==> src/sv/crev_pkg.sv <==
package crev_pkg;

  localparam int unsigned COMB_LEN_A_DEF     = 1310;
  localparam int unsigned COMB_LEN_B_DEF     = 1636;
  localparam int unsigned COMB_LEN_C_DEF     = 1813;
  localparam int unsigned COMB_LEN_D_DEF     = 1927;
  localparam int unsigned DIFFUSER_LEN_A_DEF = 221;
  localparam int unsigned DIFFUSER_LEN_B_DEF = 75;

  localparam int unsigned SAMPLE_W  = 24;
  localparam int unsigned CPOS_W    = 11;
  localparam int unsigned DPOS_W    = 8;
  localparam int unsigned COEF_W    = 16;
  localparam int unsigned WET_W     = 17;
  localparam int unsigned CFG_IDX_W = 2;
  localparam int unsigned STEP_W    = 4;
  localparam int unsigned MIX_W     = 28;

  localparam logic [CFG_IDX_W-1:0] CFG_ROOM_FEEDBACK = 2'd0;
  localparam logic [CFG_IDX_W-1:0] CFG_DAMPING       = 2'd1;
  localparam logic [CFG_IDX_W-1:0] CFG_WET_GAIN      = 2'd2;

  localparam logic [COEF_W-1:0] ROOM_FEEDBACK_RST = 16'd55050;
  localparam logic [COEF_W-1:0] DAMPING_RST       = 16'd13107;
  localparam logic [WET_W-1:0]  WET_GAIN_RST      = 17'd21845;

  typedef logic [2:0] crev_line_t;

  localparam crev_line_t LINE_CA = 3'd0;
  localparam crev_line_t LINE_CB = 3'd1;
  localparam crev_line_t LINE_CC = 3'd2;
  localparam crev_line_t LINE_CD = 3'd3;
  localparam crev_line_t LINE_AA = 3'd4;
  localparam crev_line_t LINE_AB = 3'd5;

  typedef logic [STEP_W-1:0] crev_step_t;

  localparam crev_step_t STEP_RD_CA = 4'd0;
  localparam crev_step_t STEP_RD_CB = 4'd1;
  localparam crev_step_t STEP_RD_CC = 4'd2;
  localparam crev_step_t STEP_RD_CD = 4'd3;
  localparam crev_step_t STEP_RD_AA = 4'd7;
  localparam crev_step_t STEP_RD_AB = 4'd8;
  localparam crev_step_t STEP_WET   = 4'd10;
  localparam crev_step_t STEP_LAST  = 4'd11;

  typedef enum logic {
    ST_IDLE,
    ST_RUN
  } crev_state_e;

  typedef struct packed {
    logic                       vld;
    logic [1:0]                 idx;
    logic signed [SAMPLE_W-1:0] y;
  } crev_comb_req_t;

  typedef struct packed {
    logic                       vld;
    logic [1:0]                 idx;
    logic signed [SAMPLE_W-1:0] data;
  } crev_line_wr_t;

  function automatic logic signed [SAMPLE_W-1:0] sat24(input logic signed [47:0] v);
    logic all_ones;
    logic all_zero;
    all_ones = &v[47:SAMPLE_W-1];
    all_zero = ~|v[47:SAMPLE_W-1];
    if (all_ones || all_zero) begin
      return v[SAMPLE_W-1:0];
    end else if (v[47]) begin
      return {1'b1, {(SAMPLE_W-1){1'b0}}};
    end else begin
      return {1'b0, {(SAMPLE_W-1){1'b1}}};
    end
  endfunction

  // round half up, then drop 16 fraction bits
  function automatic logic signed [47:0] rnd16(input logic signed [47:0] v);
    logic signed [47:0] t;
    t = v + 48'sd32768;
    return t >>> 16;
  endfunction

endpackage

==> src/sv/crev_line_mem.sv <==
module crev_line_mem #(
  parameter int unsigned DEPTH = 64,
  localparam int unsigned ADDR_W = $clog2(DEPTH)
) (
  input  logic                          clk_i,
  input  logic                          wr_en_i,
  input  logic [ADDR_W-1:0]             wr_addr_i,
  input  logic [crev_pkg::SAMPLE_W-1:0] wr_data_i,
  input  logic                          rd_en_i,
  input  logic [ADDR_W-1:0]             rd_addr_i,
  output logic [crev_pkg::SAMPLE_W-1:0] rd_data_o
);

  logic [crev_pkg::SAMPLE_W-1:0] mem_q [DEPTH];
  logic [crev_pkg::SAMPLE_W-1:0] rd_data_q;

  always_ff @(posedge clk_i) begin
    if (wr_en_i) begin
      mem_q[wr_addr_i] <= wr_data_i;
    end
  end

  always_ff @(posedge clk_i) begin
    if (rd_en_i) begin
      rd_data_q <= mem_q[rd_addr_i];
    end
  end

  assign rd_data_o = rd_data_q;

endmodule

==> config.mk <==
export PLATFORM = sky130hd
export DESIGN_NAME = crev_line_mem
export DESIGN_NICKNAME = d
export VERILOG_FILES = /design/src/sv/crev_pkg.sv /design/src/sv/crev_line_mem.sv
export SDC_FILE = /design/constraint.sdc
export NUM_CORES = 1
export LEC_CHECK = 0
export ABC_AREA = 1
export ABC_CLOCK_PERIOD_IN_PS = 7900
export BUFFER_PORTS_ARGS = -buffer_cell sky130_fd_sc_hd__buf_2
export CORE_AREA = 2 2 470 472
export CTS_BUF_LIST = sky130_fd_sc_hd__clkbuf_4
export DETAILED_ROUTE_END_ITERATION = 8
export DIE_AREA = 0 0 472 474
export PLACE_DENSITY_LB_ADDON = 0.12
export REMOVE_ABC_BUFFERS = 1
export SYNTH_ARGS = -nofsm -noshare
export SYNTH_HDL_FRONTEND = slang
export SYNTH_SLANG_ARGS = --single-unit
export TNS_END_PERCENT = 30
==> constraint.sdc <==
create_clock -name clk_i -period 7.9 [get_ports clk_i]
set_input_delay 0.79 -clock clk_i [delete_from_list [all_inputs] [get_ports clk_i]]
set_output_delay 0.79 -clock clk_i [all_outputs]
set_load 0.01 [all_outputs]
==> flow_summary.json <==
{
  "drt_iter0_markers": 3935,
  "dp_hpwl_um": 109000,
  "io_pins": 63,
  "fill_cells": 22200,
  "ir_worst_vdd_mv": 0.145,
  "ctsResizeCount": 0,
  "ys.flop_type": "edfxtp_1",
  "finClkSkew_ns": 0.0670,
  "num_rows": 172,
  "crit_required_ns": 7.11,
  "synth-seq-cells": 1560,
  "power.leakage_nw": 25.7,
  "path_buf_inv": 1,
  "netlist_instances": 5230,
  "area_delta_synth_final_pct": 14.0,
  "dp.cells": 7949,
  "grt_max_degree": 175,
  "setup_viol": 0,
  "grt_pass1_vias": 40900,
  "drv_slew": 0,
  "vias": 42000,
  "tightest_slew_ns": 1.22,
  "mostFrequentLayoutCells": "nand2_1, edfxtp_1, nand3_1",
  "netlist_area_um2": 63000,
  "drtPass1Iterations": 5,
  "ys_top_cells_by_area": "edfxtp_1, nand2_1, nand3_1, buf_2, buf_6",
  "postLayoutCoreUtil": 0.328,
  "multi_input_area_um2": 14500,
  "status": "completed",
  "p_per_area_nw_per_um2": 245,
  "post_drt_via_cell_ratio": 4.82,
  "fin_nets": 5564,
  "rrSetupSlack_ns": 5.95,
  "fin_area_um2": 71800,
  "yosys_warnings": 0,
  "tns_ns": 0,
  "hold_end": "mem_q[28][3]$_DFFE_PP_",
  "max_stage_delay_ns": 0.68,
  "critical_path.max_fanout": 1,
  "worst_ep_arrival_time_ns": 2.28,
  "wl_per_cell_um": 25.2,
  "cts_setup_buffers": 0,
  "yosysTopAreaCell": "edfxtp_1",
  "cp_top_family": "flip-flops",
  "fin_crit_ns": 3.07,
  "final_layout_size_suffix_gt1_frac": 0.161,
  "placed_cell_area_um2": 66400,
  "worst_setup_path_end_kind": "output port",
  "worstRegToRegCells": 8,
  "gp_congestion": 0.749,
  "synth-edff-count": 1560,
  "wirelength_um": 219000,
  "place.port_buffers": 62,
  "critical_path_class": "register to output port",
  "synthArstFlopShare": 0,
  "fin_cells": 8704,
  "seqCellArea_um2": 46800,
  "worst_hold_path_type": "input pin to register",
  "grt_pass1_wl_um": 308000,
  "timing.rr.end": "rd_data_o[8]$_DFFE_PP_",
  "die_w_um": 472,
  "yosysTopAreaCellShare": 0.744,
  "layout_commonest_cell": "nand2_1",
  "hold_start": "wr_data_i[3]",
  "ant_nets": 0,
  "grt.overflow.total": 0,
  "drc_errors": 0,
  "hold_viol": 0,
  "rsz0062_at_grt": "false",
  "slew_headroom": 0.184,
  "startpoint_type": "register",
  "ys_seq_area_frac": 0.744,
  "cts_sinks": 1560,
  "antenna_found_initial": 23,
  "cp_slowest_cell": "edfxtp_1",
  "crit_chain": "buf_2",
  "period_share": 0.389,
  "die_h_um": 474,
  "reg2reg_from": "mem_q[41][8]$_DFFE_PP_",
  "syn_avg_cell_area_um2": 12.0,
  "maxCapViolCount": 0,
  "cts_tree": "yes",
  "cts.root.buffer_cell": "clkbuf_4",
  "die_area_um2": 224000,
  "ys_types": 16,
  "cts_made_buffers": 443,
  "track_usage": 0.192,
  "initial_core_util": 0.288,
  "clk_latency_ns": 1.36,
  "clkSlewWorstSetupHoldPaths_ns": 0.06,
  "cts_buffer_depth": 4,
  "coreArea_um2": 219000,
  "clock.fmax_mhz": 326,
  "cts_hold_buf": 2,
  "h-tree-depth": 5,
  "hold_depth": 2
}
==> where the power goes <==
group / total (mW) / internal (mW) / leakage, nW / switching, mW
registers: 9.22 / 9.18 / 14.1 / 0.0330
logic: 1.15 / 0.244 / 8.41 / 0.904
clock network: 7.27 / 3.86 / 3.23 / 3.40
total: 17.6 / 13.3 / 25.7 / 4.34
==> area by class of cell <==
cell class,instances,share of cell area
Antenna cell,17,0.000592
Multi-Input combinational cell,3320,0.202
Tap cell,2871,0.0500
Sequential cell,1560,0.652
Inverter,12,0.00112
Timing Repair Buffer,188,0.0196
Clock buffer,677,0.0708
Clock inverter,59,0.00352
==> worst max-delay path by stage <==
stage,startpoint,to,slack [ns],cells after the start
3_3_place_gp,rd_addr_i[1],rd_data_o[23]$_DFFE_PP_,3.45,10
3_5_place_dp,rd_addr_i[1],rd_data_o[23]$_DFFE_PP_,3.45,10
6_report,rd_data_o[23]$_DFFE_PP_,rd_data_o[23],4.83,1
4_1_cts,rd_data_o[23]$_DFFE_PP_,rd_data_o[23],4.54,1
5_1_grt,rd_data_o[23]$_DFFE_PP_,rd_data_o[23],4.65,1
2_1_floorplan,rd_addr_i[0],rd_data_o[13]$_DFFE_PP_,2.72,9
==> sequential cells by signal, indices dropped and copies added, names as in the netlist <==
name	flops
rd_data_o	24
mem_q	1536
==> cells in the mapped netlist (4+ instances only) <==
cell	n
nand3_1	1303
buf_4	30
buf_6	44
buf_8	4
nor2_1	56
inv_1	9
nand4_1	9
buf_2	169
buf_1	27
clkbuf_1	64
edfxtp_1	1560
nor4_1	8
nand2_1	1944
==> through the flow <==
stage               power [mW]  hold WS (ns)  setup slack, ns
floorplan                 9.86         0.796             2.72
global placement          10.6         0.893             3.45
detailed placement        10.6         0.906             3.45
CTS                       17.9       0.00684             4.54
global route              18.4        0.0380             4.65
finish                    17.6         0.164             4.83
==> cell families after synthesis <==
group / count (synthesis) / share of synthesized area
flops: 1560 / 0.744
simple gates: 3320 / 0.224
buf+inv: 350 / 0.0320
==> metal layers <==
metal | GRT usage | wire length (µm) | up-vias
met5 | 0 | 13 | -
met1 | 0.258 | 98400 | 21000
met4 | 0.0671 | 6370 | 2
met2 | 0.308 | 102000 | 1232
met3 | 0.0385 | 12100 | 366
li1 | - | - | 19300
Note: power is estimated with default switching activity, not from simulation.
