## config.mk

```make
export PLATFORM = sky130hd
export DESIGN_NAME = crev_comb_unit
export DESIGN_NICKNAME = d
export VERILOG_FILES = /design/src/sv/crev_pkg.sv /design/src/sv/crev_comb_unit.sv
export SDC_FILE = /design/constraint.sdc
export NUM_CORES = 2
export LEC_CHECK = 0
export BUFFER_PORTS_ARGS = -buffer_cell sky130_fd_sc_hd__clkbuf_2
export CAP_MARGIN = 20
export CORE_ASPECT_RATIO = 0.6
export CORE_MARGIN = 2
export CORE_UTILIZATION = 40
export CTS_CLUSTER_DIAMETER = 200
export CTS_CLUSTER_SIZE = 25
export DETAILED_ROUTE_END_ITERATION = 6
export MAX_ROUTING_LAYER = met4
export PLACE_DENSITY = 0.54
export SLEW_MARGIN = 0
export SYNTH_ARGS = -nofsm -noshare
export SYNTH_HDL_FRONTEND = slang
export SYNTH_SLANG_ARGS = --single-unit
```

## constraint.sdc

```tcl
create_clock -name clk_i -period 8.8 [get_ports clk_i]
set_clock_uncertainty 0.2 [all_clocks]
set_input_delay 2.2 -clock clk_i [delete_from_list [all_inputs] [get_ports clk_i]]
set_output_delay 2.2 -clock clk_i [all_outputs]
set_load 0.1 [all_outputs]
```

## src/sv/crev_pkg.sv

```systemverilog
package crev_pkg;

  localparam int unsigned COMB_LEN_A_DEF     = 1310;
  localparam int unsigned COMB_LEN_B_DEF     = 1636;
  localparam int unsigned COMB_LEN_C_DEF     = 1813;
  localparam int unsigned COMB_LEN_D_DEF     = 1927;
  localparam int unsigned DIFFUSER_LEN_A_DEF = 221;
  localparam int unsigned DIFFUSER_LEN_B_DEF = 75;

  localparam int unsigned SAMPLE_W  = 24;
  localparam int unsigned CPOS_W    = 11;
  localparam int unsigned DPOS_W    = 8;
  localparam int unsigned COEF_W    = 16;
  localparam int unsigned WET_W     = 17;
  localparam int unsigned CFG_IDX_W = 2;
  localparam int unsigned STEP_W    = 4;
  localparam int unsigned MIX_W     = 28;

  localparam logic [CFG_IDX_W-1:0] CFG_ROOM_FEEDBACK = 2'd0;
  localparam logic [CFG_IDX_W-1:0] CFG_DAMPING       = 2'd1;
  localparam logic [CFG_IDX_W-1:0] CFG_WET_GAIN      = 2'd2;

  localparam logic [COEF_W-1:0] ROOM_FEEDBACK_RST = 16'd55050;
  localparam logic [COEF_W-1:0] DAMPING_RST       = 16'd13107;
  localparam logic [WET_W-1:0]  WET_GAIN_RST      = 17'd21845;

  typedef logic [2:0] crev_line_t;

  localparam crev_line_t LINE_CA = 3'd0;
  localparam crev_line_t LINE_CB = 3'd1;
  localparam crev_line_t LINE_CC = 3'd2;
  localparam crev_line_t LINE_CD = 3'd3;
  localparam crev_line_t LINE_AA = 3'd4;
  localparam crev_line_t LINE_AB = 3'd5;

  typedef logic [STEP_W-1:0] crev_step_t;

  localparam crev_step_t STEP_RD_CA = 4'd0;
  localparam crev_step_t STEP_RD_CB = 4'd1;
  localparam crev_step_t STEP_RD_CC = 4'd2;
  localparam crev_step_t STEP_RD_CD = 4'd3;
  localparam crev_step_t STEP_RD_AA = 4'd7;
  localparam crev_step_t STEP_RD_AB = 4'd8;
  localparam crev_step_t STEP_WET   = 4'd10;
  localparam crev_step_t STEP_LAST  = 4'd11;

  typedef enum logic {
    ST_IDLE,
    ST_RUN
  } crev_state_e;

  typedef struct packed {
    logic                       vld;
    logic [1:0]                 idx;
    logic signed [SAMPLE_W-1:0] y;
  } crev_comb_req_t;

  typedef struct packed {
    logic                       vld;
    logic [1:0]                 idx;
    logic signed [SAMPLE_W-1:0] data;
  } crev_line_wr_t;

  function automatic logic signed [SAMPLE_W-1:0] sat24(input logic signed [47:0] v);
    logic all_ones;
    logic all_zero;
    all_ones = &v[47:SAMPLE_W-1];
    all_zero = ~|v[47:SAMPLE_W-1];
    if (all_ones || all_zero) begin
      return v[SAMPLE_W-1:0];
    end else if (v[47]) begin
      return {1'b1, {(SAMPLE_W-1){1'b0}}};
    end else begin
      return {1'b0, {(SAMPLE_W-1){1'b1}}};
    end
  endfunction

  // round half up, then drop 16 fraction bits
  function automatic logic signed [47:0] rnd16(input logic signed [47:0] v);
    logic signed [47:0] t;
    t = v + 48'sd32768;
    return t >>> 16;
  endfunction

endpackage

```

## src/sv/crev_comb_unit.sv

```systemverilog
module crev_comb_unit (
  input  logic                                 clk_i,
  input  logic                                 rst_ni,
  input  logic [crev_pkg::COEF_W-1:0]          room_feedback_i,
  input  logic [crev_pkg::COEF_W-1:0]          damping_i,
  input  logic signed [crev_pkg::SAMPLE_W-1:0] x_i,
  input  crev_pkg::crev_comb_req_t             req_i,
  output crev_pkg::crev_line_wr_t              wr_o
);

  logic signed [crev_pkg::SAMPLE_W-1:0] damp_q [4];

  logic signed [crev_pkg::SAMPLE_W:0]   diff;
  logic signed [41:0]                   prod1_d;
  logic signed [41:0]                   prod1_q;
  logic                                 s1_vld_q;
  logic [1:0]                           s1_idx_q;
  logic signed [crev_pkg::SAMPLE_W-1:0] s1_y_q;

  logic signed [crev_pkg::SAMPLE_W-1:0] s_new;
  logic                                 s2_vld_q;
  logic [1:0]                           s2_idx_q;
  logic signed [crev_pkg::SAMPLE_W-1:0] s2_s_q;

  logic signed [40:0]                   prod2_d;
  logic signed [40:0]                   prod2_q;
  logic                                 s3_vld_q;
  logic [1:0]                           s3_idx_q;

  // y*(1-d) + s*d folded into y + (s-y)*d
  assign diff    = (crev_pkg::SAMPLE_W+1)'(damp_q[req_i.idx])
                 - (crev_pkg::SAMPLE_W+1)'(req_i.y);
  assign prod1_d = diff * $signed({1'b0, damping_i});
  assign s_new   = crev_pkg::sat24(crev_pkg::rnd16((48'(s1_y_q) <<< 16) + 48'(prod1_q)));
  assign prod2_d = s2_s_q * $signed({1'b0, room_feedback_i});

  always_ff @(posedge clk_i or negedge rst_ni) begin
    if (!rst_ni) begin
      s1_vld_q <= 1'b0;
      s2_vld_q <= 1'b0;
      s3_vld_q <= 1'b0;
      for (int k = 0; k < 4; k++) begin
        damp_q[k] <= '0;
      end
    end else begin
      s1_vld_q <= req_i.vld;
      s2_vld_q <= s1_vld_q;
      s3_vld_q <= s2_vld_q;
      if (s1_vld_q) begin
        damp_q[s1_idx_q] <= s_new;
      end
    end
  end

  always_ff @(posedge clk_i) begin
    s1_idx_q <= req_i.idx;
    s1_y_q   <= req_i.y;
    prod1_q  <= prod1_d;
    s2_idx_q <= s1_idx_q;
    s2_s_q   <= s_new;
    s3_idx_q <= s2_idx_q;
    prod2_q  <= prod2_d;
  end

  assign wr_o.vld  = s3_vld_q;
  assign wr_o.idx  = s3_idx_q;
  assign wr_o.data = crev_pkg::sat24(48'(x_i) + crev_pkg::rnd16(48'(prod2_q)));

  a_req_to_write : assert property (@(posedge clk_i) disable iff (!rst_ni)
    req_i.vld |-> ##3 wr_o.vld)
    else $error("comb request did not reach the write stage");

endmodule

```

==> impl.org <==
** Critical path
- Slowest cell on crit path :: sky130_fd_sc_hd__fa_1
- The worst setup path is launched from an input pin.
- Category of the worst setup path capture point :: flop
- Required time reported for the critical path endpoint :: 9.06 ns
- Crit Path Category :: input pin to flop
- Arrival time of data at the critical path endpoint :: around 10 ns
- Biggest cell delay along the critical path :: 0.56 ns
- Most frequent CP cell :: sky130_fd_sc_hd__fa_1
- Critical Path Fanout Max :: 7

** Die
- Die X :: 406 microns
- Die outline area :: 99,400 sq um
- Initial Utilization :: 40.4%
- During I/O placement, the number of pins put on the boundary was between 100 and 150.
- Measured along the y axis, the die boundary spans between 200 and 250 microns.
- Total core area :: about 96,000 sq um
- The initialized floorplan defines 88 standard-cell rows.

** CTS
- Worst-case clock buffer depth :: 3
- The tree built by TritonCTS fans out to 206 sinks.
- Insertion delay of the later-clocked pin in the worst-skew pair :: about 0.52 ns
- TritonCTS created 12 clock buffers.
- Buffers inserted to repair hold after CTS numbered 0.
- Clock slew at reported path FFs :: 0.11 ns
- CTS built an H-tree with a depth of 1.
- TritonCTS built the clock tree.
- Root buffer cell :: sky130_fd_sc_hd__clkbuf_16

** Timing
- Unrepaired setup endpoints after global routing :: true
- For the pin with the worst max-slew slack, the measured transition is 1.09 ns.
- The smallest clock period supported by the final layout is computed as about 10 ns.
- Dividing the final minimum period by the clock period gives 116%.
- Setup violations, final :: 27
- Final hold violation count :: 0
- Final-report max-slew violation count :: 0
- Across all hold checks on the routed design, the worst slack comes to 0.139 ns.
- FMAX :: between 90 and 100 MHz
- Final worst-path setup slack :: -1.42 ns
- Normalized max-slew margin :: 27.5%

** Outcome
- Status :: finished with violations
- Failing checks :: negative setup slack

** GRT
- The initial antenna violation count was 3.
- Global routing finished with a remaining overflow of 0.
- The first global-routing pass estimated 171,000 microns of wire.
- The number of global-route vias before repair is 30.3k.
- Global routing used between 20% and 30% of the available tracks across all layers.
- Entering global routing, the biggest net connects 106 pins.

** Finish
- The net count of the finished layout is 5,741.
- Cells fill 46.7% of the core in the end.
- Fraction of final layout cells with drive strength greater than 1 :: 15.2%
- Final standard cell count with taps included and fillers excluded :: a little under 6k
- Final non-filler cell area :: 44,800 sq um
- Relative to the synthesized area, the layout overhead comes to 15.6%.

** Logic synthesis
- Synthesized area per cell :: 9.04 sq um
- For this run, the number of Yosys warnings is 0.
- Synthesis handed over a netlist of around 4.3k instances.
- Share of the yosys chip area belonging to registers :: 11.9%
- Synth Flop Type :: sky130_fd_sc_hd__dfxtp_1
- Number of flip-flops and latches in the synthesized netlist :: ~200
- Synth cell types :: 76
- Async set-reset flop share out of synthesis :: 48.1%
- Post-Synthesis Cell Area :: 38,700 sq um
- Number of flops mapped to enable cells by yosys :: 0
- The number of nets in the synthesized netlist is about 5.4k.

** Routing
- Detailed Route Iter0 Violations :: 2,038
- Total wirelength of the detailed-routed design :: 104,000 microns
- After detailed routing, the average wire length per cell comes to 17.5 microns.
- For this block, the via count after detailed routing is 29.1k.
- DRC violations left :: 0
- Via-to-Cell Ratio :: 4.91
- The detail route stage leaves a number of antenna-violating nets equal to 0.
- The first detailed-routing pass ran for 5 iterations.

** Place
- The HPWL after detailed placement is 88,500 microns.
- Final weighted congestion of routability-driven global placement :: 0.884
- Input and output buffers added on the ports amount to 111.
- Post-Place Cells :: 5,857
- Dpl cell area :: 43,200 sq um

** Flow run
- Max-Cap Viols :: 0

** Worst hold path
- Type of the worst min-delay path :: flop to flop
cell usage in the layout (no fill, tap or decap), types with 85 or more instances in the layout:
cell type,count
sky130_fd_sc_hd__a31oi_1,100
sky130_fd_sc_hd__nand2_1,555
sky130_fd_sc_hd__dfxtp_1,107
sky130_fd_sc_hd__fa_1,760
sky130_fd_sc_hd__ha_1,257
sky130_fd_sc_hd__buf_4,337
sky130_fd_sc_hd__clkbuf_2,109
sky130_fd_sc_hd__inv_1,925
sky130_fd_sc_hd__a21oi_1,85
sky130_fd_sc_hd__nor2_1,167
sky130_fd_sc_hd__dfrtp_1,99
sky130_fd_sc_hd__xnor2_1,92
sky130_fd_sc_hd__and2_1,294
cell families (layout without fill, tap and decap cells):
| logic type | count (synthesis) | count (layout) | synth area share (%) |
|---|---|---|---|
| compound gates | 491 | 491 | 8.13 |
| mux | 41 | 41 | 1.87 |
| simple gates | 1237 | 1237 | 15.2 |
| flops | 206 | 206 | 11.9 |
| buf+inv | 1118 | 1451 | 11.0 |
| fa+ha+maj | 1045 | 1045 | 48.6 |
| xor+xnor | 146 | 146 | 3.30 |
| other cells | 0 | 3 | 0 |
state kept, by name, indices dropped and copies added (netlist names):
register / cells
s1_vld_q: 1
damp_q: 96
prod1_q: 27
s2_s_q: 24
s1_idx_q: 2
s2_vld_q: 1
s1_y_q: 24
prod2_q: 26
s2_idx_q: 2
s3_idx_q: 2
s3_vld_q: 1
per-stage QoR:
step	setup TNS, ns	worst slack [ns]
after detailed placement	-52.41	-2.45
after CTS	-25.81	-1.39
after floorplan	-26.30	-1.44
final	-26.06	-1.42
after global routing	-33.13	-1.65
after global placement	-50.21	-2.32
critical path: cells and delay by family:
family,cells,cell delay (ns)
AO/OA/AOI/OAI,10,1.74
adder cells (fa/ha/maj),8,3.57
multiplexers,2,0.83
buffers and inverters,10,1.10
XOR/XNOR,1,0.16
AND/OR/NAND/NOR,6,0.87
layer usage:
layer | vias to the layer above | GRT usage, % | share of wire (%)
met5 | - | - | 0
met4 | 0 | 2.64 | 1.2
met3 | 57 | 2.98 | 6.8
met2 | 793 | 29.7 | 39
met1 | 14500 | 36.6 | 53
li1 | 13700 | - | -
cell type report:
class                   instances  area [sq um]
flip-flops and latches        206          4620
inverters                     936          3510
repair buffers                495          3860
clock buffers                  18           323
fillers                      9417         51200
clock inverters                 2          36.3
well taps                    1305          1630
diodes                          3          7.51
multi-input cells            2960         30800
cell usage after synthesis (8+ instances only):
cell type | n | area share (%)
sky130_fd_sc_hd__and3_1 | 25 | 0.40
sky130_fd_sc_hd__mux4_2 | 24 | 1.4
sky130_fd_sc_hd__nand2_1 | 564 | 5.5
sky130_fd_sc_hd__o21a_1 | 16 | 0.31
sky130_fd_sc_hd__nor2_1 | 175 | 1.7
sky130_fd_sc_hd__o21ai_2 | 9 | 0.20
sky130_fd_sc_hd__a21oi_1 | 102 | 1.3
sky130_fd_sc_hd__nand4_1 | 16 | 0.26
sky130_fd_sc_hd__xor2_1 | 46 | 1.0
sky130_fd_sc_hd__nor3_1 | 19 | 0.25
sky130_fd_sc_hd__fa_1 | 767 | 40
sky130_fd_sc_hd__dfrtp_1 | 99 | 6.4
sky130_fd_sc_hd__and2_1 | 296 | 4.8
sky130_fd_sc_hd__a21o_1 | 44 | 0.85
sky130_fd_sc_hd__inv_1 | 936 | 9.1
sky130_fd_sc_hd__o21ai_1 | 10 | 0.13
sky130_fd_sc_hd__o211ai_1 | 15 | 0.29
sky130_fd_sc_hd__nand3_1 | 37 | 0.48
sky130_fd_sc_hd__o21bai_1 | 11 | 0.21
sky130_fd_sc_hd__o21ai_0 | 93 | 1.2
sky130_fd_sc_hd__buf_2 | 9 | 0.12
sky130_fd_sc_hd__nand2b_1 | 34 | 0.55
sky130_fd_sc_hd__a211oi_1 | 18 | 0.35
sky130_fd_sc_hd__ha_1 | 278 | 9.0
sky130_fd_sc_hd__mux2_2 | 10 | 0.29
sky130_fd_sc_hd__a211o_1 | 8 | 0.18
sky130_fd_sc_hd__dfxtp_1 | 107 | 5.5
sky130_fd_sc_hd__a31oi_1 | 105 | 1.7
sky130_fd_sc_hd__clkbuf_1 | 158 | 1.5
sky130_fd_sc_hd__nor2b_1 | 39 | 0.63
sky130_fd_sc_hd__xnor2_1 | 100 | 2.3
final timing paths:
kind / from / to / slack (ns) / cells past startpoint
min reg2reg: s2_idx_q[1]$_DFF_P_ / s3_idx_q[1]$_DFF_P_ / 0.14 / 0
max reg2reg: damp_q[1]$_DFFE_PN0P_ / prod1_q[36]$_DFF_P_ / 0.13 / 35
min in group asynchronous: rst_ni / damp_q[22]$_DFFE_PN0P_ / 1.42 / 1
max in group asynchronous: rst_ni / damp_q[75]$_DFFE_PN0P_ / 5.70 / 2
min: s2_idx_q[1]$_DFF_P_ / s3_idx_q[1]$_DFF_P_ / 0.14 / 0
max: req_i[24] / prod1_q[36]$_DFF_P_ / -1.42 / 37
repair_timing:
action / CTS / global route
endpoints found under the hold margin: 0 / 0
pin swaps: 55 / 73
cloned: 2 / 0
gates resized for setup: 98 / 86
endpoints found under the setup margin: 27 / 28
setup buffers: 21 / 24
Power is not shown: default switching activity piles up to over one toggle a cycle in this logic, so the estimate is an artifact.
