==> config.mk <==
export PLATFORM = sky130hd
export DESIGN_NAME = crev_seq
export DESIGN_NICKNAME = d
export VERILOG_FILES = /design/src/sv/crev_pkg.sv /design/src/sv/crev_seq.sv
export SDC_FILE = /design/constraint.sdc
export NUM_CORES = 2
export LEC_CHECK = 0
export CAP_MARGIN = 0
export CORE_MARGIN = 2
export CORE_UTILIZATION = 55
export CTS_CLUSTER_SIZE = 28
export DETAILED_ROUTE_END_ITERATION = 10
export DONT_BUFFER_PORTS = 1
export HOLD_SLACK_MARGIN = 0.08
export PLACE_DENSITY = 0.75
export RECOVER_POWER = 50
export SLEW_MARGIN = 20
export SYNTH_ARGS = -nofsm -noshare
export SYNTH_HDL_FRONTEND = slang
export SYNTH_SLANG_ARGS = --single-unit
==> constraint.sdc <==
create_clock -name clk_i -period 6.4 [get_ports clk_i]
set_input_delay 0.64 -clock clk_i [delete_from_list [all_inputs] [get_ports clk_i]]
set_output_delay 0.64 -clock clk_i [all_outputs]
set_load 0.02 [all_outputs]
==> src/sv/crev_pkg.sv <==
package crev_pkg;

  localparam int unsigned COMB_LEN_A_DEF     = 1310;
  localparam int unsigned COMB_LEN_B_DEF     = 1636;
  localparam int unsigned COMB_LEN_C_DEF     = 1813;
  localparam int unsigned COMB_LEN_D_DEF     = 1927;
  localparam int unsigned DIFFUSER_LEN_A_DEF = 221;
  localparam int unsigned DIFFUSER_LEN_B_DEF = 75;

  localparam int unsigned SAMPLE_W  = 24;
  localparam int unsigned CPOS_W    = 11;
  localparam int unsigned DPOS_W    = 8;
  localparam int unsigned COEF_W    = 16;
  localparam int unsigned WET_W     = 17;
  localparam int unsigned CFG_IDX_W = 2;
  localparam int unsigned STEP_W    = 4;
  localparam int unsigned MIX_W     = 28;

  localparam logic [CFG_IDX_W-1:0] CFG_ROOM_FEEDBACK = 2'd0;
  localparam logic [CFG_IDX_W-1:0] CFG_DAMPING       = 2'd1;
  localparam logic [CFG_IDX_W-1:0] CFG_WET_GAIN      = 2'd2;

  localparam logic [COEF_W-1:0] ROOM_FEEDBACK_RST = 16'd55050;
  localparam logic [COEF_W-1:0] DAMPING_RST       = 16'd13107;
  localparam logic [WET_W-1:0]  WET_GAIN_RST      = 17'd21845;

  typedef logic [2:0] crev_line_t;

  localparam crev_line_t LINE_CA = 3'd0;
  localparam crev_line_t LINE_CB = 3'd1;
  localparam crev_line_t LINE_CC = 3'd2;
  localparam crev_line_t LINE_CD = 3'd3;
  localparam crev_line_t LINE_AA = 3'd4;
  localparam crev_line_t LINE_AB = 3'd5;

  typedef logic [STEP_W-1:0] crev_step_t;

  localparam crev_step_t STEP_RD_CA = 4'd0;
  localparam crev_step_t STEP_RD_CB = 4'd1;
  localparam crev_step_t STEP_RD_CC = 4'd2;
  localparam crev_step_t STEP_RD_CD = 4'd3;
  localparam crev_step_t STEP_RD_AA = 4'd7;
  localparam crev_step_t STEP_RD_AB = 4'd8;
  localparam crev_step_t STEP_WET   = 4'd10;
  localparam crev_step_t STEP_LAST  = 4'd11;

  typedef enum logic {
    ST_IDLE,
    ST_RUN
  } crev_state_e;

  typedef struct packed {
    logic                       vld;
    logic [1:0]                 idx;
    logic signed [SAMPLE_W-1:0] y;
  } crev_comb_req_t;

  typedef struct packed {
    logic                       vld;
    logic [1:0]                 idx;
    logic signed [SAMPLE_W-1:0] data;
  } crev_line_wr_t;

  function automatic logic signed [SAMPLE_W-1:0] sat24(input logic signed [47:0] v);
    logic all_ones;
    logic all_zero;
    all_ones = &v[47:SAMPLE_W-1];
    all_zero = ~|v[47:SAMPLE_W-1];
    if (all_ones || all_zero) begin
      return v[SAMPLE_W-1:0];
    end else if (v[47]) begin
      return {1'b1, {(SAMPLE_W-1){1'b0}}};
    end else begin
      return {1'b0, {(SAMPLE_W-1){1'b1}}};
    end
  endfunction

  // round half up, then drop 16 fraction bits
  function automatic logic signed [47:0] rnd16(input logic signed [47:0] v);
    logic signed [47:0] t;
    t = v + 48'sd32768;
    return t >>> 16;
  endfunction

endpackage

==> src/sv/crev_seq.sv <==
module crev_seq #(
  parameter int unsigned COMB_LEN_A     = crev_pkg::COMB_LEN_A_DEF,
  parameter int unsigned COMB_LEN_B     = crev_pkg::COMB_LEN_B_DEF,
  parameter int unsigned COMB_LEN_C     = crev_pkg::COMB_LEN_C_DEF,
  parameter int unsigned COMB_LEN_D     = crev_pkg::COMB_LEN_D_DEF,
  parameter int unsigned DIFFUSER_LEN_A = crev_pkg::DIFFUSER_LEN_A_DEF,
  parameter int unsigned DIFFUSER_LEN_B = crev_pkg::DIFFUSER_LEN_B_DEF,
  localparam int unsigned TOTAL_DEPTH = COMB_LEN_A + COMB_LEN_B + COMB_LEN_C + COMB_LEN_D
                                      + DIFFUSER_LEN_A + DIFFUSER_LEN_B,
  localparam int unsigned ADDR_W = $clog2(TOTAL_DEPTH)
) (
  input  logic                                 clk_i,
  input  logic                                 rst_ni,
  input  logic                                 in_valid_i,
  output logic                                 in_ready_o,
  input  logic signed [crev_pkg::SAMPLE_W-1:0] sample_in_i,
  output logic                                 out_valid_o,
  input  logic                                 out_ready_i,
  output logic signed [crev_pkg::SAMPLE_W-1:0] sample_out_o,
  input  logic [crev_pkg::WET_W-1:0]           wet_gain_i,
  output logic signed [crev_pkg::SAMPLE_W-1:0] x_o,
  output crev_pkg::crev_comb_req_t             comb_req_o,
  input  crev_pkg::crev_line_wr_t              comb_wr_i,
  output logic                                 rd_en_o,
  output logic [ADDR_W-1:0]                    rd_addr_o,
  input  logic [crev_pkg::SAMPLE_W-1:0]        rd_data_i,
  output logic                                 wr_en_o,
  output logic [ADDR_W-1:0]                    wr_addr_o,
  output logic [crev_pkg::SAMPLE_W-1:0]        wr_data_o
);

  localparam int unsigned BASE_CB = COMB_LEN_A;
  localparam int unsigned BASE_CC = BASE_CB + COMB_LEN_B;
  localparam int unsigned BASE_CD = BASE_CC + COMB_LEN_C;
  localparam int unsigned BASE_AA = BASE_CD + COMB_LEN_D;
  localparam int unsigned BASE_AB = BASE_AA + DIFFUSER_LEN_A;
  localparam int unsigned COMB_LEN [4] = '{COMB_LEN_A, COMB_LEN_B, COMB_LEN_C, COMB_LEN_D};
  localparam int unsigned DIF_LEN [2]  = '{DIFFUSER_LEN_A, DIFFUSER_LEN_B};

  crev_pkg::crev_state_e state_q, state_d;
  crev_pkg::crev_step_t  cnt_q, cnt_d;
  logic                  finish;

  logic [crev_pkg::CPOS_W-1:0] comb_pos_q [4];
  logic [crev_pkg::DPOS_W-1:0] dif_pos_q [2];
  logic [5:0]                  filled_q;
  logic [ADDR_W-1:0]           line_addr [6];

  logic                 rd_en;
  crev_pkg::crev_line_t rd_line;
  logic                 rd_vld_q;
  crev_pkg::crev_line_t rd_line_q;

  logic signed [crev_pkg::SAMPLE_W-1:0] x_q;
  logic signed [crev_pkg::SAMPLE_W-1:0] y_rd;
  logic signed [crev_pkg::MIX_W-1:0]    w_q;
  logic signed [crev_pkg::SAMPLE_W-1:0] ap_data;
  logic                                 ap_wr;
  logic signed [45:0]                   prod3_d;
  logic signed [45:0]                   prod3_q;
  logic                                 out_valid_q;
  logic signed [crev_pkg::SAMPLE_W-1:0] sample_out_q;

  assign line_addr[0] = ADDR_W'(comb_pos_q[0]);
  assign line_addr[1] = ADDR_W'(BASE_CB) + ADDR_W'(comb_pos_q[1]);
  assign line_addr[2] = ADDR_W'(BASE_CC) + ADDR_W'(comb_pos_q[2]);
  assign line_addr[3] = ADDR_W'(BASE_CD) + ADDR_W'(comb_pos_q[3]);
  assign line_addr[4] = ADDR_W'(BASE_AA) + ADDR_W'(dif_pos_q[0]);
  assign line_addr[5] = ADDR_W'(BASE_AB) + ADDR_W'(dif_pos_q[1]);

  always_comb begin
    state_d    = state_q;
    cnt_d      = cnt_q;
    in_ready_o = 1'b0;
    finish     = 1'b0;
    unique case (state_q)
      crev_pkg::ST_IDLE: begin
        in_ready_o = 1'b1;
        if (in_valid_i) begin
          state_d = crev_pkg::ST_RUN;
          cnt_d   = crev_pkg::STEP_RD_CA;
        end
      end
      crev_pkg::ST_RUN: begin
        if (cnt_q == crev_pkg::STEP_LAST) begin
          if (!out_valid_q || out_ready_i) begin
            finish  = 1'b1;
            state_d = crev_pkg::ST_IDLE;
          end
        end else begin
          cnt_d = cnt_q + crev_pkg::crev_step_t'(1);
        end
      end
      default: begin
        state_d = crev_pkg::ST_IDLE;
      end
    endcase
  end

  always_ff @(posedge clk_i or negedge rst_ni) begin
    if (!rst_ni) begin
      state_q <= crev_pkg::ST_IDLE;
      cnt_q   <= '0;
    end else begin
      state_q <= state_d;
      cnt_q   <= cnt_d;
    end
  end

  // read schedule: four combs back to back, allpass lines once w is complete
  always_comb begin
    rd_en   = 1'b0;
    rd_line = crev_pkg::LINE_CA;
    if (state_q == crev_pkg::ST_RUN) begin
      unique case (cnt_q)
        crev_pkg::STEP_RD_CA: begin
          rd_en   = 1'b1;
          rd_line = crev_pkg::LINE_CA;
        end
        crev_pkg::STEP_RD_CB: begin
          rd_en   = 1'b1;
          rd_line = crev_pkg::LINE_CB;
        end
        crev_pkg::STEP_RD_CC: begin
          rd_en   = 1'b1;
          rd_line = crev_pkg::LINE_CC;
        end
        crev_pkg::STEP_RD_CD: begin
          rd_en   = 1'b1;
          rd_line = crev_pkg::LINE_CD;
        end
        crev_pkg::STEP_RD_AA: begin
          rd_en   = 1'b1;
          rd_line = crev_pkg::LINE_AA;
        end
        crev_pkg::STEP_RD_AB: begin
          rd_en   = 1'b1;
          rd_line = crev_pkg::LINE_AB;
        end
        default: begin
          rd_en = 1'b0;
        end
      endcase
    end
  end

  assign rd_en_o   = rd_en;
  assign rd_addr_o = line_addr[rd_line];

  // entries of a line that has not wrapped yet are read as zero
  assign y_rd = filled_q[rd_line_q] ? $signed(rd_data_i) : '0;

  assign comb_req_o.vld = rd_vld_q && (rd_line_q <= crev_pkg::LINE_CD);
  assign comb_req_o.idx = rd_line_q[1:0];
  assign comb_req_o.y   = y_rd;

  assign ap_wr   = rd_vld_q && (rd_line_q == crev_pkg::LINE_AA ||
                                rd_line_q == crev_pkg::LINE_AB);
  assign ap_data = crev_pkg::sat24(48'(w_q) + 48'(y_rd >>> 1));

  assign wr_en_o   = comb_wr_i.vld || ap_wr;
  assign wr_addr_o = ap_wr ? line_addr[rd_line_q] : line_addr[{1'b0, comb_wr_i.idx}];
  assign wr_data_o = ap_wr ? ap_data : comb_wr_i.data;

  assign prod3_d = w_q * $signed({1'b0, wet_gain_i});

  always_ff @(posedge clk_i or negedge rst_ni) begin
    if (!rst_ni) begin
      rd_vld_q    <= 1'b0;
      rd_line_q   <= crev_pkg::LINE_CA;
      out_valid_q <= 1'b0;
      filled_q    <= '0;
      for (int k = 0; k < 4; k++) begin
        comb_pos_q[k] <= '0;
      end
      for (int k = 0; k < 2; k++) begin
        dif_pos_q[k] <= '0;
      end
    end else begin
      rd_vld_q  <= rd_en;
      rd_line_q <= rd_line;
      if (finish) begin
        out_valid_q <= 1'b1;
      end else if (out_ready_i) begin
        out_valid_q <= 1'b0;
      end
      if (finish) begin
        for (int k = 0; k < 4; k++) begin
          if (comb_pos_q[k] == crev_pkg::CPOS_W'(COMB_LEN[k] - 1)) begin
            comb_pos_q[k] <= '0;
            filled_q[k]   <= 1'b1;
          end else begin
            comb_pos_q[k] <= comb_pos_q[k] + crev_pkg::CPOS_W'(1);
          end
        end
        for (int k = 0; k < 2; k++) begin
          if (dif_pos_q[k] == crev_pkg::DPOS_W'(DIF_LEN[k] - 1)) begin
            dif_pos_q[k]    <= '0;
            filled_q[4 + k] <= 1'b1;
          end else begin
            dif_pos_q[k] <= dif_pos_q[k] + crev_pkg::DPOS_W'(1);
          end
        end
      end
    end
  end

  always_ff @(posedge clk_i) begin
    if (in_valid_i && in_ready_o) begin
      x_q <= sample_in_i;
    end
    if (rd_vld_q) begin
      priority if (rd_line_q == crev_pkg::LINE_CA) begin
        w_q <= crev_pkg::MIX_W'(y_rd);
      end else if (rd_line_q <= crev_pkg::LINE_CD) begin
        w_q <= w_q + crev_pkg::MIX_W'(y_rd);
      end else begin
        w_q <= crev_pkg::MIX_W'(y_rd) - w_q;
      end
    end
    if (state_q == crev_pkg::ST_RUN && cnt_q == crev_pkg::STEP_WET) begin
      prod3_q <= prod3_d;
    end
    if (finish) begin
      sample_out_q <= crev_pkg::sat24(48'(x_q) + crev_pkg::rnd16(48'(prod3_q)));
    end
  end

  assign x_o          = x_q;
  assign out_valid_o  = out_valid_q;
  assign sample_out_o = sample_out_q;

  a_one_writer : assert property (@(posedge clk_i) disable iff (!rst_ni)
    comb_wr_i.vld |-> !ap_wr)
    else $error("comb and allpass write in the same cycle");

  a_hold_last : assert property (@(posedge clk_i) disable iff (!rst_ni)
    (state_q == crev_pkg::ST_RUN && cnt_q == crev_pkg::STEP_LAST &&
     out_valid_q && !out_ready_i)
    |=> (state_q == crev_pkg::ST_RUN && cnt_q == crev_pkg::STEP_LAST))
    else $error("result left the last step while output was blocked");

  a_finish_out : assert property (@(posedge clk_i) disable iff (!rst_ni)
    finish |=> out_valid_q)
    else $error("finished request not presented");

endmodule

==> run_results.csv <==
group,metric,value,unit
run_status,status,"complete, but fails checks",
run_status,violations,"max-capacitance violations, max-slew violations",
global_route,grt_pass1_vias,25300,
yosys,avgSynthCellArea,8.89,um2
floorplanning,ios,225,
timing,final-max-slew-violation-count,165,
cells_and_area,utilization,60.2,%
timing,slew_headroom,-182,%
clock_tree,insertion_delay,0.50,ns
yosys,synth-main-ff-cell,"edfxtp_1",
drt,drt_iter0_markers,1656,
run,cap_violations,4,
cells_and_area,fillers,4864,
yosys,synth-edff-count,107,
clock_tree,h-tree-depth,4,
timing,fmax,158,MHz
setup_path,cp.required,6.64,ns
cells_and_area,multiInputGateArea,0.0239,mm2
setup_path,critical_path_class,"reg -> reg",
drt,remaining_drc_errors,0,
global_route,use_met1,33.4,%
yosys,synth-warning-count,0,
timing,holdWs,0.238,ns
floorplanning,start_util,55.8,%
cells_and_area,drive_gt1_share,8.11,%
clock_tree,cts_sinks,183,
setup_path,crit_fanout,6,
floorplanning,die_area,0.0594,mm2
place,placed_area,0.0329,mm2
drt,wl_per_cell,18.1,um
setup_path,startpoint_type,"register",
yosys,ys_seq_area_share,16.2,%
global_route,grt_max_degree,77,
cells_and_area,fin_area,0.0341,mm2
yosys,synth_area_leader_cell,"fa_1",
clock_tree,cts_tree,"yes",
yosys,syn_inst,3556,
setup_path,crit_path_end_kind,"register",
drt,vias,24500,
drt,first_pass_iters,6,
clock_tree,numCtsBuffers,17,
yosys,async_flop_share,41.5,%
drt,drtAntennaViolNets,0,
global_route,gr-usage-met3,3.51,%
cells_and_area,nNetsFinal,4327,
yosys,yosysMostFrequentCell,"inv_1",
yosys,synth.ff_latch_count,183,
drt,routed_wl,78100,um
place,hpwl,62100,um
global_route,busiest_layer,"met2",
timing,finalHoldViolations,0,
floorplanning,die_height,244,um
timing,fin_crit,6.32,ns
worst_hold_path,min_path_type,"in -> reg",
yosys,synth_area_leaders,"fa_1 29%, edfxtp_1 10%, ha_1 8.6%",
timing,fin_worst_skew,0.0162,ns
timing,setup_violations,0,
setup_path,cp.arrival,6.56,ns
place,gp_congestion,0.941,
yosys,synth_common_cells,"613 x inv_1, 462 x fa_1, 390 x nand2_1",
yosys,synth_fp_nets,4331,
yosys,synth_top_area_share,29.3,%
global_route,overflow,0,
timing,min_period_over_period,98.7,%
clock_tree,clk_pin_slew,0.08,ns
floorplanning,fp.coreArea,0.0566,mm2
floorplanning,die_w,244,um
floorplanning,core.rowCount,87,
global_route,grt_use_met2,46.2,%
timing,setup_tns,0,ns
timing,worst_pin_slew,4.23,ns
yosys,syn-cell-area,0.0316,mm2
drt,via_per_inst,5.66,
yosys,ys_types,74,
place,port-buffer-count,0,
global_route,antenna_found_initial,0,
clock_tree,clockBufferDepth,2,
cells_and_area,antenna_cells,0,
clock_tree,cts-root-buf,"clkbuf_16",
global_route,grt_pass1_wl,127000,um
timing,rsz0062_at_grt,"yes",
cells_and_area,register_area,0.00512,mm2
global_route,grtUsageTotal,26.7,%
cells_and_area,synthToLayoutAreaGrowth,7.90,%
## cells in the final DEF, fill, tap and decap left out, types with 9 or more instances in the layout
master / count
xor2_1: 75
nand2_1: 390
fa_2: 9
clkbuf_16: 19
o21a_1: 20
o211ai_1: 17
nor2b_1: 26
nand2b_1: 27
edfxtp_1: 107
buf_4: 126
a211oi_1: 12
a21o_1: 44
dfrtp_1: 75
and2_4: 11
mux4_2: 14
and3_1: 36
nor2_1: 124
inv_1: 606
nand4_1: 33
fa_1: 453
a21oi_1: 115
o31ai_1: 15
nor3_1: 31
mux2i_1: 19
or3_1: 25
o21ai_0: 172
and2_1: 287
nand3_1: 56
ha_1: 207
a221o_1: 27
a31oi_1: 20
o21bai_1: 14
xnor2_1: 141
## per-layer routing
metal	share of wire [%]	wire length, um	vias up
met5	0	0	-
li1	-	-	11400
met2	50	39300	672
met3	4.2	3320	202
met1	41	32100	12200
met4	4.3	3370	0
## per-stage QoR
stage / std cells / worst slack (ns)
2_1_floorplan: 3556 / 0.00367
3_5_place_dp: 4256 / -0.200
5_1_grt: 4320 / -0.119
4_1_cts: 4298 / 0.00427
6_report: 4320 / 0.0844
3_3_place_gp: 4256 / -0.0771
## worst paths after layout
kind                                 endpoint            from  depth (start not counted)  slack (ns)
worst max-delay path              prod3_q[40]         w_q[18]                         24        0.08
worst min-delay path                   x_o[5]  sample_in_i[5]                          0        0.24
worst max register to register    prod3_q[40]         w_q[18]                         24        0.08
worst min register to register    filled_q[2]     filled_q[2]                          1        0.46
max in group asynchronous        rd_line_q[0]          rst_ni                          2        1.57
min in group asynchronous       dif_pos_q[13]          rst_ni                          2        2.17
## area by class of cell
| type | instances | area share, % |
|---|---|---|
| clock buffer | 17 | 1.25 |
| clock inverter | 14 | 0.396 |
| inverter | 614 | 6.76 |
| multi-input combinational | 2587 | 70.1 |
| sequential | 183 | 15.0 |
| tap | 756 | 2.77 |
| timing repair buffer | 149 | 3.67 |
## flip-flops by register name (all words and copies together), names as in the netlist
register,flops
cnt_q,4
comb_pos_q,44
dif_pos_q,16
filled_q,6
out_valid_o,1
prod3_q,31
rd_line_q,3
rd_vld_q,1
sample_out_o,24
state_q,1
w_q,28
x_o,24
## cells by family (layout without fill, tap and decap cells)
group           count (synthesis)  in the layout  synth area share (%)
xor+xnor                      217            217                  6.02
flops                         183            183                  16.2
mux                            40             40                  1.85
compound gates                546            547                  11.0
buf+inv                       787            794                  9.40
fa+ha+maj                     679            679                  37.9
simple gates                 1104           1104                  17.7
## worst max-delay path, stage by stage, from the launching register on
cell and delay (ns):
edfxtp_1 0.46, buf_12 0.17, and2_4 0.13, fa_1 0.55, inv_2 0.05, fa_1 0.47, fa_1 0.51, inv_2 0.05
fa_1 0.47, fa_1 0.53, inv_2 0.04, fa_1 0.56, inv_2 0.06, ha_4 0.22, a21o_1 0.15, a21o_1 0.17
a221oi_2 0.24, o211ai_1 0.12, o21ba_4 0.29, o22ai_4 0.09, buf_6 0.12, o21a_1 0.19, o21a_1 0.21, nor2_1 0.13
xnor2_1 0.09
## repair_timing
item / 4_1_cts / 5_1_grt
gates cloned: 0 / 3
hold buffers: 2 / 0
setup buffers: 9 / 22
resized for setup: 6 / 88
hold endpoints to repair: 76 / 0
pin swaps: 0 / 62
endpoints found under the setup margin: 10 / 43
Power is left out: the tool's default activity adds up to more than one toggle a clock period on the data nets, which glitch-free logic cannot reach.
